`src/sv/pcpr_pkg.sv`:
```
`default_nettype none

package pcpr_pkg;

  localparam int unsigned CFG_IDX_W  = 3;
  localparam int unsigned CFG_DATA_W = 8;

  // configuration register indexes
  localparam logic [CFG_IDX_W-1:0] REG_RED_OFS   = 3'd0;
  localparam logic [CFG_IDX_W-1:0] REG_GREEN_OFS = 3'd1;
  localparam logic [CFG_IDX_W-1:0] REG_BLUE_OFS  = 3'd2;
  localparam logic [CFG_IDX_W-1:0] REG_CHAIN_MAP = 3'd3;
  localparam logic [CFG_IDX_W-1:0] REG_FLIP_IDX  = 3'd4;

  // byte offset codes
  localparam logic [1:0] OFS_BYTE_ZERO = 2'd0;
  localparam logic [1:0] OFS_BYTE_ONE  = 2'd1;
  localparam logic [1:0] OFS_BYTE_TWO  = 2'd2;
  localparam logic [1:0] OFS_NONE      = 2'd3;

  typedef struct packed {
    logic [8:0] fb_x;
    logic [5:0] fb_y;
    logic [7:0] red;
    logic [7:0] green;
    logic [7:0] blue;
    logic       frame_done;
  } result_t;

  function automatic logic [7:0] pick_byte(
    input logic [1:0] sel,
    input logic [7:0] b0,
    input logic [7:0] b1,
    input logic [7:0] b2
  );
    logic [7:0] res;
    unique case (sel)
      OFS_BYTE_ZERO: res = b0;
      OFS_BYTE_ONE:  res = b1;
      OFS_BYTE_TWO:  res = b2;
      OFS_NONE:      res = 8'd0;
      default:       res = 8'd0;
    endcase
    return res;
  endfunction

endpackage

`default_nettype wire

```
`src/sv/panel_chain_pixel_remapper_top.sv`:
```
// channel | direction | handshake            | payload
// in      | input     | in_valid / in_ready   | three stored bytes, frame_start
// out     | output    | out_valid / out_ready | framebuffer x/y, rgb levels, frame_done
// cfg     | input     | cfg_we                | cfg_index, cfg_wdata
//
// one pixel per clock while in_ready is high; the single register stage
// puts a result in the output register in the cycle after its pixel is accepted.
// in_ready is high whenever the output register is empty or being drained.
// synchronous active-low reset clears the counters and valid and sets the
// configuration registers to their defaults; the result register is not reset.
`default_nettype none

module panel_chain_pixel_remapper_top #(
  parameter int unsigned PANEL_COLS_LOGICAL = 64,
  parameter int unsigned PANEL_ROWS_LOGICAL = 128,
  parameter int unsigned IMAGE_COLS         = 128,
  parameter int unsigned IMAGE_ROWS         = 256,
  parameter int unsigned PHYS_PANEL_COLS    = 128
) (
  input  wire logic                                clk,
  input  wire logic                                rst_n,
  input  wire logic                                in_valid,
  output logic                                     in_ready,
  input  wire logic [7:0]                          in_stored_byte_zero,
  input  wire logic [7:0]                          in_stored_byte_one,
  input  wire logic [7:0]                          in_stored_byte_two,
  input  wire logic                                in_frame_start,
  output logic                                     out_valid,
  input  wire logic                                out_ready,
  output logic [8:0]                               out_framebuffer_x,
  output logic [5:0]                               out_framebuffer_y,
  output logic [7:0]                               out_red_level,
  output logic [7:0]                               out_green_level,
  output logic [7:0]                               out_blue_level,
  output logic                                     out_frame_done,
  input  wire logic                                cfg_we,
  input  wire logic [pcpr_pkg::CFG_IDX_W-1:0]      cfg_index,
  input  wire logic [pcpr_pkg::CFG_DATA_W-1:0]     cfg_wdata
);

  localparam int unsigned CW  = $clog2(IMAGE_COLS);
  localparam int unsigned RW  = $clog2(IMAGE_ROWS);
  localparam int unsigned LXW = $clog2(PANEL_COLS_LOGICAL);
  localparam int unsigned LYW = $clog2(PANEL_ROWS_LOGICAL);

  // configuration registers
  logic [1:0] red_ofs_r, green_ofs_r, blue_ofs_r;
  logic [7:0] chain_map_r;
  logic [2:0] flip_idx_r;

  always_ff @(posedge clk) begin
    if (!rst_n) begin
      red_ofs_r   <= pcpr_pkg::OFS_BYTE_ZERO;
      green_ofs_r <= pcpr_pkg::OFS_BYTE_ONE;
      blue_ofs_r  <= pcpr_pkg::OFS_BYTE_TWO;
      chain_map_r <= 8'd228;
      flip_idx_r  <= 3'd2;
    end else if (cfg_we) begin
      unique case (cfg_index)
        pcpr_pkg::REG_RED_OFS:   red_ofs_r   <= cfg_wdata[1:0];
        pcpr_pkg::REG_GREEN_OFS: green_ofs_r <= cfg_wdata[1:0];
        pcpr_pkg::REG_BLUE_OFS:  blue_ofs_r  <= cfg_wdata[1:0];
        pcpr_pkg::REG_CHAIN_MAP: chain_map_r <= cfg_wdata;
        pcpr_pkg::REG_FLIP_IDX:  flip_idx_r  <= cfg_wdata[2:0];
        default: ;
      endcase
    end
  end

  // position counters: image column/row plus local coordinate and panel parity,
  // tracked incrementally so no division is needed
  logic [CW-1:0]  col_r, col_nxt, col_c;
  logic [RW-1:0]  row_r, row_nxt, row_c;
  logic [LXW-1:0] lx_r, lx_nxt, lx_c;
  logic [LYW-1:0] ly_r, ly_nxt, ly_c;
  logic           pc_r, pc_nxt, pc_c;
  logic           pr_r, pr_nxt, pr_c;

  logic             accept;
  logic             out_valid_r;
  pcpr_pkg::result_t res_r, res_nxt;

  logic [1:0]     chain;
  logic           flip;
  logic [LXW-1:0] lx_f;
  logic [LYW-1:0] ly_f;
  logic           col_last, row_last;

  assign in_ready = !out_valid_r || out_ready;
  assign accept   = in_valid && in_ready;

  always_comb begin
    // frame_start restarts this pixel at the origin
    col_c = in_frame_start ? '0 : col_r;
    row_c = in_frame_start ? '0 : row_r;
    lx_c  = in_frame_start ? '0 : lx_r;
    ly_c  = in_frame_start ? '0 : ly_r;
    pc_c  = in_frame_start ? 1'b0 : pc_r;
    pr_c  = in_frame_start ? 1'b0 : pr_r;

    col_last = (col_c == CW'(IMAGE_COLS - 1));
    row_last = (row_c == RW'(IMAGE_ROWS - 1));

    chain = chain_map_r[{pr_c, pc_c, 1'b0} +: 2];
    flip  = ({1'b0, chain} >= flip_idx_r);
    lx_f  = flip ? (LXW'(PANEL_COLS_LOGICAL - 1) - lx_c) : lx_c;
    ly_f  = flip ? (LYW'(PANEL_ROWS_LOGICAL - 1) - ly_c) : ly_c;

    res_nxt.fb_x = 9'(int'(chain) * PHYS_PANEL_COLS) + 9'(PHYS_PANEL_COLS - 1) - 9'(ly_f);
    res_nxt.fb_y = 6'(lx_f);
    res_nxt.red   = pcpr_pkg::pick_byte(red_ofs_r, in_stored_byte_zero,
                                        in_stored_byte_one, in_stored_byte_two);
    res_nxt.green = pcpr_pkg::pick_byte(green_ofs_r, in_stored_byte_zero,
                                        in_stored_byte_one, in_stored_byte_two);
    res_nxt.blue  = pcpr_pkg::pick_byte(blue_ofs_r, in_stored_byte_zero,
                                        in_stored_byte_one, in_stored_byte_two);
    res_nxt.frame_done = col_last && row_last;

    // advance column, wrapping into the next row
    if (col_last) begin
      col_nxt = '0;
      lx_nxt  = '0;
      pc_nxt  = 1'b0;
      if (row_last) begin
        row_nxt = '0;
        ly_nxt  = '0;
        pr_nxt  = 1'b0;
      end else begin
        row_nxt = row_c + RW'(1);
        if (ly_c == LYW'(PANEL_ROWS_LOGICAL - 1)) begin
          ly_nxt = '0;
          pr_nxt = !pr_c;
        end else begin
          ly_nxt = ly_c + LYW'(1);
          pr_nxt = pr_c;
        end
      end
    end else begin
      col_nxt = col_c + CW'(1);
      row_nxt = row_c;
      ly_nxt  = ly_c;
      pr_nxt  = pr_c;
      if (lx_c == LXW'(PANEL_COLS_LOGICAL - 1)) begin
        lx_nxt = '0;
        pc_nxt = !pc_c;
      end else begin
        lx_nxt = lx_c + LXW'(1);
        pc_nxt = pc_c;
      end
    end
  end

  always_ff @(posedge clk) begin
    if (!rst_n) begin
      col_r <= '0;
      row_r <= '0;
      lx_r  <= '0;
      ly_r  <= '0;
      pc_r  <= 1'b0;
      pr_r  <= 1'b0;
    end else if (accept) begin
      col_r <= col_nxt;
      row_r <= row_nxt;
      lx_r  <= lx_nxt;
      ly_r  <= ly_nxt;
      pc_r  <= pc_nxt;
      pr_r  <= pr_nxt;
    end
  end

  always_ff @(posedge clk) begin
    if (!rst_n) begin
      out_valid_r <= 1'b0;
    end else if (in_ready) begin
      out_valid_r <= in_valid;
    end
  end

  always_ff @(posedge clk) begin
    if (accept) begin
      res_r <= res_nxt;
    end
  end

  assign out_valid         = out_valid_r;
  assign out_framebuffer_x = res_r.fb_x;
  assign out_framebuffer_y = res_r.fb_y;
  assign out_red_level     = res_r.red;
  assign out_green_level   = res_r.green;
  assign out_blue_level    = res_r.blue;
  assign out_frame_done    = res_r.frame_done;

`ifndef ASSERT_OFF
  a_accept_gives_word: assert property (@(posedge clk) disable iff (!rst_n)
    accept |=> out_valid)
    else $error("accepted word did not reach the output register");

  a_col_in_range: assert property (@(posedge clk) disable iff (!rst_n)
    col_r <= CW'(IMAGE_COLS - 1))
    else $error("column counter out of range");

  a_col_origin_consistent: assert property (@(posedge clk) disable iff (!rst_n)
    (col_r == '0) |-> (lx_r == '0 && !pc_r))
    else $error("local x or panel column not at origin with column zero");

  a_frame_start_restart: assert property (@(posedge clk) disable iff (!rst_n)
    (accept && in_frame_start) |=> (col_r == CW'(1) && row_r == '0 && ly_r == '0 && !pr_r))
    else $error("frame start did not restart the counters");
`endif

endmodule

`default_nettype wire
```
`config.mk`:
```
export PLATFORM = sky130hd
export DESIGN_NAME = panel_chain_pixel_remapper_top
export DESIGN_NICKNAME = d
export VERILOG_FILES = /design/src/sv/pcpr_pkg.sv /design/src/sv/panel_chain_pixel_remapper_top.sv
export SDC_FILE = /design/constraint.sdc
export NUM_CORES = 1
export LEC_CHECK = 0
export BUFFER_PORTS_ARGS = -buffer_cell sky130_fd_sc_hd__clkbuf_2
export CORE_UTILIZATION = 36
export CTS_CLUSTER_SIZE = 20
export DETAILED_ROUTE_END_ITERATION = 8
export HOLD_SLACK_MARGIN = 0.12
export PLACE_DENSITY = 0.57
export SLEW_MARGIN = 0
export SYNTH_ARGS = -nofsm -noshare
export SYNTH_HDL_FRONTEND = slang
export SYNTH_SLANG_ARGS = --single-unit
```
`constraint.sdc`:
```
create_clock -name clk -period 7.8 [get_ports clk]
set_clock_uncertainty 0.2 [all_clocks]
set_input_delay 1.17 -clock clk [delete_from_list [all_inputs] [get_ports clk]]
set_output_delay 1.17 -clock clk [all_outputs]
set_load 0.05 [all_outputs]
```
==> results of run 1 <==
==> logic make-up (layout without fill, tap and decap cells) <==
| kind of cell | count (synthesis) | count (layout) |
|---|---|---|
| muxes | 35 | 35 |
| adders and majority gates | 6 | 6 |
| xor gates and xnor gates | 14 | 14 |
| DFF | 88 | 88 |
| AOI/OAI and AO/OA | 98 | 98 |
| buffers and inverters | 34 | 109 |
| and+or+nand+nor | 183 | 183 |
==> registers in the layout, summed over array words and instances (netlist names) <==
signal	cells
pr_r	1
col_r	7
out_red_level	8
green_ofs_r	2
chain_map_r	8
pc_r	1
lx_r	6
red_ofs_r	2
out_frame_done	1
flip_idx_r	3
ly_r	7
out_framebuffer_x	9
out_blue_level	8
out_green_level	8
row_r	8
out_framebuffer_y	6
out_valid	1
blue_ofs_r	2
==> worst min-delay path: stages, from the launching register on <==
cell and delay [ps]:
dfxtp_1 320, nand2_1 50, nand3_1 60
==> area by class of cell <==
cell class                      instances  area (sq um)
Clock buffer                           13           283
Clock inverter                          3          46.3
Fill cell                            1202          6750
Inverter                                8          30.0
Multi-Input combinational cell        336          2120
Sequential cell                        88          2160
Tap cell                              147           184
Timing Repair Buffer                   85           433
==> Yosys cell counts, drive strengths merged (4+ instances only) <==
| library cell | instances |
|---|---|
| a21boi | 15 |
| a21oi | 15 |
| a22oi | 4 |
| a31oi | 11 |
| and3 | 8 |
| buf | 9 |
| clkbuf | 17 |
| dfxtp | 48 |
| edfxtp | 40 |
| ha | 6 |
| inv | 7 |
| mux2i | 34 |
| nand2 | 61 |
| nand2b | 9 |
| nand3 | 23 |
| nor2 | 17 |
| nor2b | 33 |
| nor3 | 7 |
| o21ai | 41 |
| xnor2 | 10 |
| xor2 | 4 |
==> path summary, 6_finish.rpt <==
path                  start                   end  depth (start not counted)
max          in_frame_start              row_r[4]                          8
min          chain_map_r[5]        chain_map_r[5]                          2
max reg2reg            pc_r  out_framebuffer_y[1]                          8
min reg2reg  chain_map_r[5]        chain_map_r[5]                          2
==> layer usage <==
layer  GRT usage  vias up  share of wire
met1       0.215     1632           0.48
met4      0.0614        0          0.021
met3      0.0359       16          0.047
met2       0.262       96           0.45
met5           0        -              0
li1            -     1792              -
==> power breakdown <==
part           switching (mW)  internal, mW  total [mW]  leakage [nW]
clock                   0.175         0.287       0.462         0.160
combinational          0.0927        0.0354       0.128          1.08
sequential            0.00891         0.502       0.511         0.765
total                   0.276         0.825        1.10          2.01
==> reports/results.tsv, run 1 <==
metric	value	unit
largest family of logic cells by synthesized area	simple AND/OR/NAND/NOR gates	
Tot GR Track Use	0.163	
Final Max Slew Viols	0	
DRT Pass-1 Iters	5	
die width	113	microns
CTS Buffer Depth	2	
ys async rst share	0	
die area	0.0127	sq mm
Hold Buf Count CTS	0	
xor and xnor fraction of the mapped netlist area	0.0277	
Crit-path slowest cell	nor2_1	
vias in the first global route	3373	
worst slew pin tran	899	ps
crit-path cells	clkbuf_2 > nor2b_1 > ha_1 > nand3_2 > nor2_1 > nand2_1 > or4_1 > a21boi_1	
Final GP Congestion	0.798	
CTS Sinks	88	
Post-synth EDFFs	40	
antenna cells	0	
core box area	0.0120	sq mm
TritonCTS buffer count	9	
leakage	2.01	nW
CTS root buf	clkbuf_16	
post-synthesis mux area share	0.0794	
max incr delay on CP	730	ps
clock slew at reported path FFs	60	ps
final setup fails	0	
CTS-repair resized insts	0	
FMAX	0.270	GHz
DR WL/cell	14.8	microns
Port Buffers	82	
initial drt markers	135	
Critical Path End Type	flop	
Clock Latency Late Sink	330	ps
RSZ-0062 raised after global routing	false	
GRT overflow	0	
Setup crit start kind	primary input	
Via density	5.20	
final hold vios	0	
#FFs+latches synth	88	
final worst path period need	3710	ps
worst-case hold slack	267	ps
Synth Area in Simple Gates	0.219	
die height	113	microns
min-delay worst type	reg -> reg	
placed cell areas	0.00493	sq mm
Mapped Cells	458	
FP Rows	40	
Max Cap Viol	0	
R2R Setup Slk	5120	ps
TritonCTS clock tree	built	
Syn Nets	505	
Synth top area share	0.271	
residual DRC count	0	
vias	3536	
most frequent cells in the layout	clkbuf_2 (83), nand2_1 (61), dfxtp_1 (48)	
ys flop type	dfxtp_1	
PwrDens	209	mW/mm^2
area leader, netlist	edfxtp_1	
initial antenna violation count	0	
starting density of the core	0.368	
antenna-violating nets left	0	
post-CTS setup repair buffer count	0	
largest net degree at the start of global routing	49	
Distinct cells, synth	52	
Area Growth Syn to Fin	18.8	%
Synth Area in Compound Gates	0.135	
final wirelength	10.1	mm
Mean Syn Cell Area	9.66	sq um
worst path required time	7870	ps
Max FO, Critical Path	37	
layout cells sized above 1	0.203	
CP Class	in -> reg	
hpwl dp	6.95	mm
Final Instance Area	0.00526	sq mm
Finished Layout Cells	680	
mapped cell area	0.00443	sq mm
register area share after synthesis	0.489	
WP data arrival	3780	ps
IR drop worst, VDD	0.115	mV
dpl ws	3790	ps
crit-path leading delay family	simple AND/OR/NAND/NOR gates	
final worst setup slack	4090	ps
H-tree Lvls	3	
fin crit share	0.476	
Synth Area in Adders	0.0170	
ranking of synthesized cells by area	edfxtp_1 (27%), dfxtp_1 (22%), mux2i_1 (7.7%)	
nets	575	
Setup TNS	0	ps
Buf/Inv on CP	1	
status	complete, no violations	
Pwr Total	1.10	mW
placed cell count	664	
Ports	83	
Util after Layout	0.438	
first-pass GRT wire length	16.4	mm
Max-Slew Margin vs Limit	0.398	
Synthesis Warnings	0	
most common cell after layout, fill and taps aside	clkbuf_2	
Power figures use the tool's default switching activity.
==> run 2, diff against run 1 <==
--- a/config.mk
+++ b/config.mk
@@ -5,12 +5,13 @@
 export SDC_FILE = /design/constraint.sdc
 export NUM_CORES = 1
 export LEC_CHECK = 0
+export ABC_AREA = 1
 export BUFFER_PORTS_ARGS = -buffer_cell sky130_fd_sc_hd__clkbuf_2
 export CORE_UTILIZATION = 36
 export CTS_CLUSTER_SIZE = 20
 export DETAILED_ROUTE_END_ITERATION = 8
 export HOLD_SLACK_MARGIN = 0.12
-export PLACE_DENSITY = 0.57
+export PLACE_DENSITY = 0.59
 export SLEW_MARGIN = 0
 export SYNTH_ARGS = -nofsm -noshare
 export SYNTH_HDL_FRONTEND = slang
==> constraint.sdc (replaced) <==
create_clock -name clk -period 3 [get_ports clk]
set_clock_uncertainty 0.2 [all_clocks]
set_input_delay 0.45 -clock clk [delete_from_list [all_inputs] [get_ports clk]]
set_output_delay 0.45 -clock clk [all_outputs]
set_load 0.05 [all_outputs]
==> reports/results.tsv, run 2 <==
metric	value	unit	change
first-pass GRT wire length	17.5	mm	+6.6%
Synth top cells by count	nand2_1 (175), nand3_1 (55), inv_1 (51), dfxtp_1 (48), nor2_1 (41)		
register area share after synthesis	0.492		+0.00306
ranking of synthesized cells by area	edfxtp_1 (27%), dfxtp_1 (22%), nand2_1 (15%)		
Final Max Slew Viols	0		unchanged
FP Rows	40		unchanged
worst slew pin tran	677	ps	-222 ps
worst path required time	2880	ps	-4990 ps
Filler cells	1174		-2.3%
DRT Pass-1 Iters	7		+2
TritonCTS clock tree	built		
worst-case hold slack	127	ps	-140 ps
sequential share of power	0.451		-0.013
Ports	83		unchanged
Power Internal	2.19	mW	+170%
initial antenna violation count	0		unchanged
Critical Path End Type	flop		
Distinct cells, synth	37		-29%
net switching power	0.784	mW	+180%
Final GP Congestion	0.859		+7.7%
vias in the first global route	3745		+11%
IR drop worst, VDD	0.219	mV	+91%
layout cells sized above 1	0.195		-0.00758
most common cell after layout, fill and taps aside	nand2_1		
leakage	2.33	nW	+16%
CTS Buffer Depth	2		unchanged
Util after Layout	0.444		+0.00612
mapped cell area	0.00440	sq mm	-0.62%
min-delay worst type	in -> reg		
post-CTS setup repair buffer count	0		unchanged
status	finished, violations left		
Setup TNS	0	ps	unchanged
Max FO, Critical Path	13		-65%
die area	0.0127	sq mm	-0.61%
Max Cap Viol	0		unchanged
core box area	0.0120	sq mm	-0.42%
FMAX	0.421	GHz	
Clock Latency Late Sink	340	ps	about the same
die height	113	microns	-0.31%
Synth top area share	0.273		+0.00170
TritonCTS buffer count	9		unchanged
die width	113	microns	-0.31%
RSZ-0062 raised after global routing	false		
clock slew at reported path FFs	60	ps	about the same
vias	3956		+12%
Clk pwr share	0.417		-0.002
Port Buffers	82		unchanged
area leader, netlist	edfxtp_1		
count leader, synth	nand2_1		
final worst setup slack	627	ps	-3460 ps
CTS root buf	clkbuf_16		
Hold Buf Count CTS	0		unchanged
switching part of the total	0.264		+0.0126
final setup fails	0		unchanged
#FFs+latches synth	88		unchanged
CTS Sinks	88		unchanged
Syn Nets	604		+20%
dpl ws	408	ps	-3380 ps
Post-synth EDFFs	40		unchanged
Comb power frac	0.132		+0.016
antenna-violating nets left	0		unchanged
final hold vios	0		unchanged
final worst path period need	2370	ps	
Finished Layout Cells	793		+17%
Mean Syn Cell Area	7.90	sq um	-18%
Max-Slew Margin vs Limit	0.547		+0.148
CTS-repair resized insts	0		unchanged
max reg flops	9		unchanged
ys flop type	dfxtp_1		
PwrDens	560	mW/mm^2	+170%
placed cell count	777		+17%
hpwl dp	7.48	mm	+7.7%
Pwr Total	2.97	mW	+170%
WP data arrival	2250	ps	-1530 ps
nets	688		+20%
Final Instance Area	0.00531	sq mm	+0.98%
ys async rst share	0		unchanged
fin crit share	0.791		
largest net degree at the start of global routing	35		-29%
initial drt markers	349		+160%
starting density of the core	0.368		-0.000760
GRT overflow	0		unchanged
most frequent cells in the layout	nand2_1 (175), clkbuf_2 (82), nand3_1 (55)		
residual DRC count	1		+1
final wirelength	10.5	mm	+3.7%
placed cell areas	0.00496	sq mm	+0.71%
antenna cells	0		unchanged
DR WL/cell	13.2	microns	-11%
Via density	4.99		-4.1%
failing checks	design-rule violations		
CP Class	reg -> reg		
Tot GR Track Use	0.174		+0.0109
Mapped Cells	557		+22%
Area Growth Syn to Fin	20.7	%	
Synthesis Warnings	0		unchanged
H-tree Lvls	3		unchanged
Setup crit start kind	flop		
## run 2: changes by cell type after synthesis, moves of 14 or more
cell / delta
mux2i_1: -34
a21boi_0: -14
a21oi_1: +26
nor2_1: +24
nor2b_1: -33
nand2_1: +114
inv_1: +44
o21ai_0: -21
nand3_1: +33
## run 2: critical path: stages, from the launching register on
cell and delay (ps):
dfxtp_1 380, inv_1 50, nor2_1 200, inv_1 140, a21oi_1 140, a22oi_1 110, inv_1 70, ha_1 220
o21ai_0 160, a21oi_1 90, buf_4 210, xor2_1 160
## run 2: cell type report
cell class	count	area, sq um	area share
clock buffers	12	289	0.0544
clock inverters	4	56.3	0.0106
multi-input cells	398	1930	0.364
inverters	55	209	0.0394
repair buffers	89	475	0.0896
well taps	147	184	0.0346
flip-flops and latches	88	2160	0.407
## run 2: routing by layer
layer,global-route usage,vias to the layer above,share of wire
li1,-,2012,-
met1,0.228,1833,0.47
met2,0.280,100,0.47
met3,0.0367,11,0.040
met4,0.0693,0,0.013
met5,0,-,0
## run 2: power by group through the flow
stage | Sequential [mW] | Combinational [mW] | Clock (mW)
4_1_cts | 1.34 | 0.396 | 1.26
6_report | 1.34 | 0.393 | 1.24
5_1_grt | 1.35 | 0.425 | 1.32
2_1_floorplan | 1.51 | 0.133 | 0
3_3_place_gp | 1.37 | 0.388 | 0
3_5_place_dp | 1.37 | 0.395 | 0
## run 2: final timing paths
path                     start                   end  slack, ps  depth (start not counted)
setup / recovery          pc_r  out_framebuffer_x[2]        630                         11
hold / removal    cfg_wdata[5]        chain_map_r[5]        130                          3
setup reg to reg          pc_r  out_framebuffer_x[2]        630                         11
hold reg to reg       col_r[1]              col_r[1]        270                          2
## run 2: kinds of logic after synthesis
group	Yosys count	synth area share
flip-flops	88	0.492
AND/OR/NAND/NOR	302	0.302
buffers and inverters	71	0.0688
XOR/XNOR	15	0.0299
AO/OA/AOI/OAI	75	0.0910
adder cells (fa/ha/maj)	6	0.0171
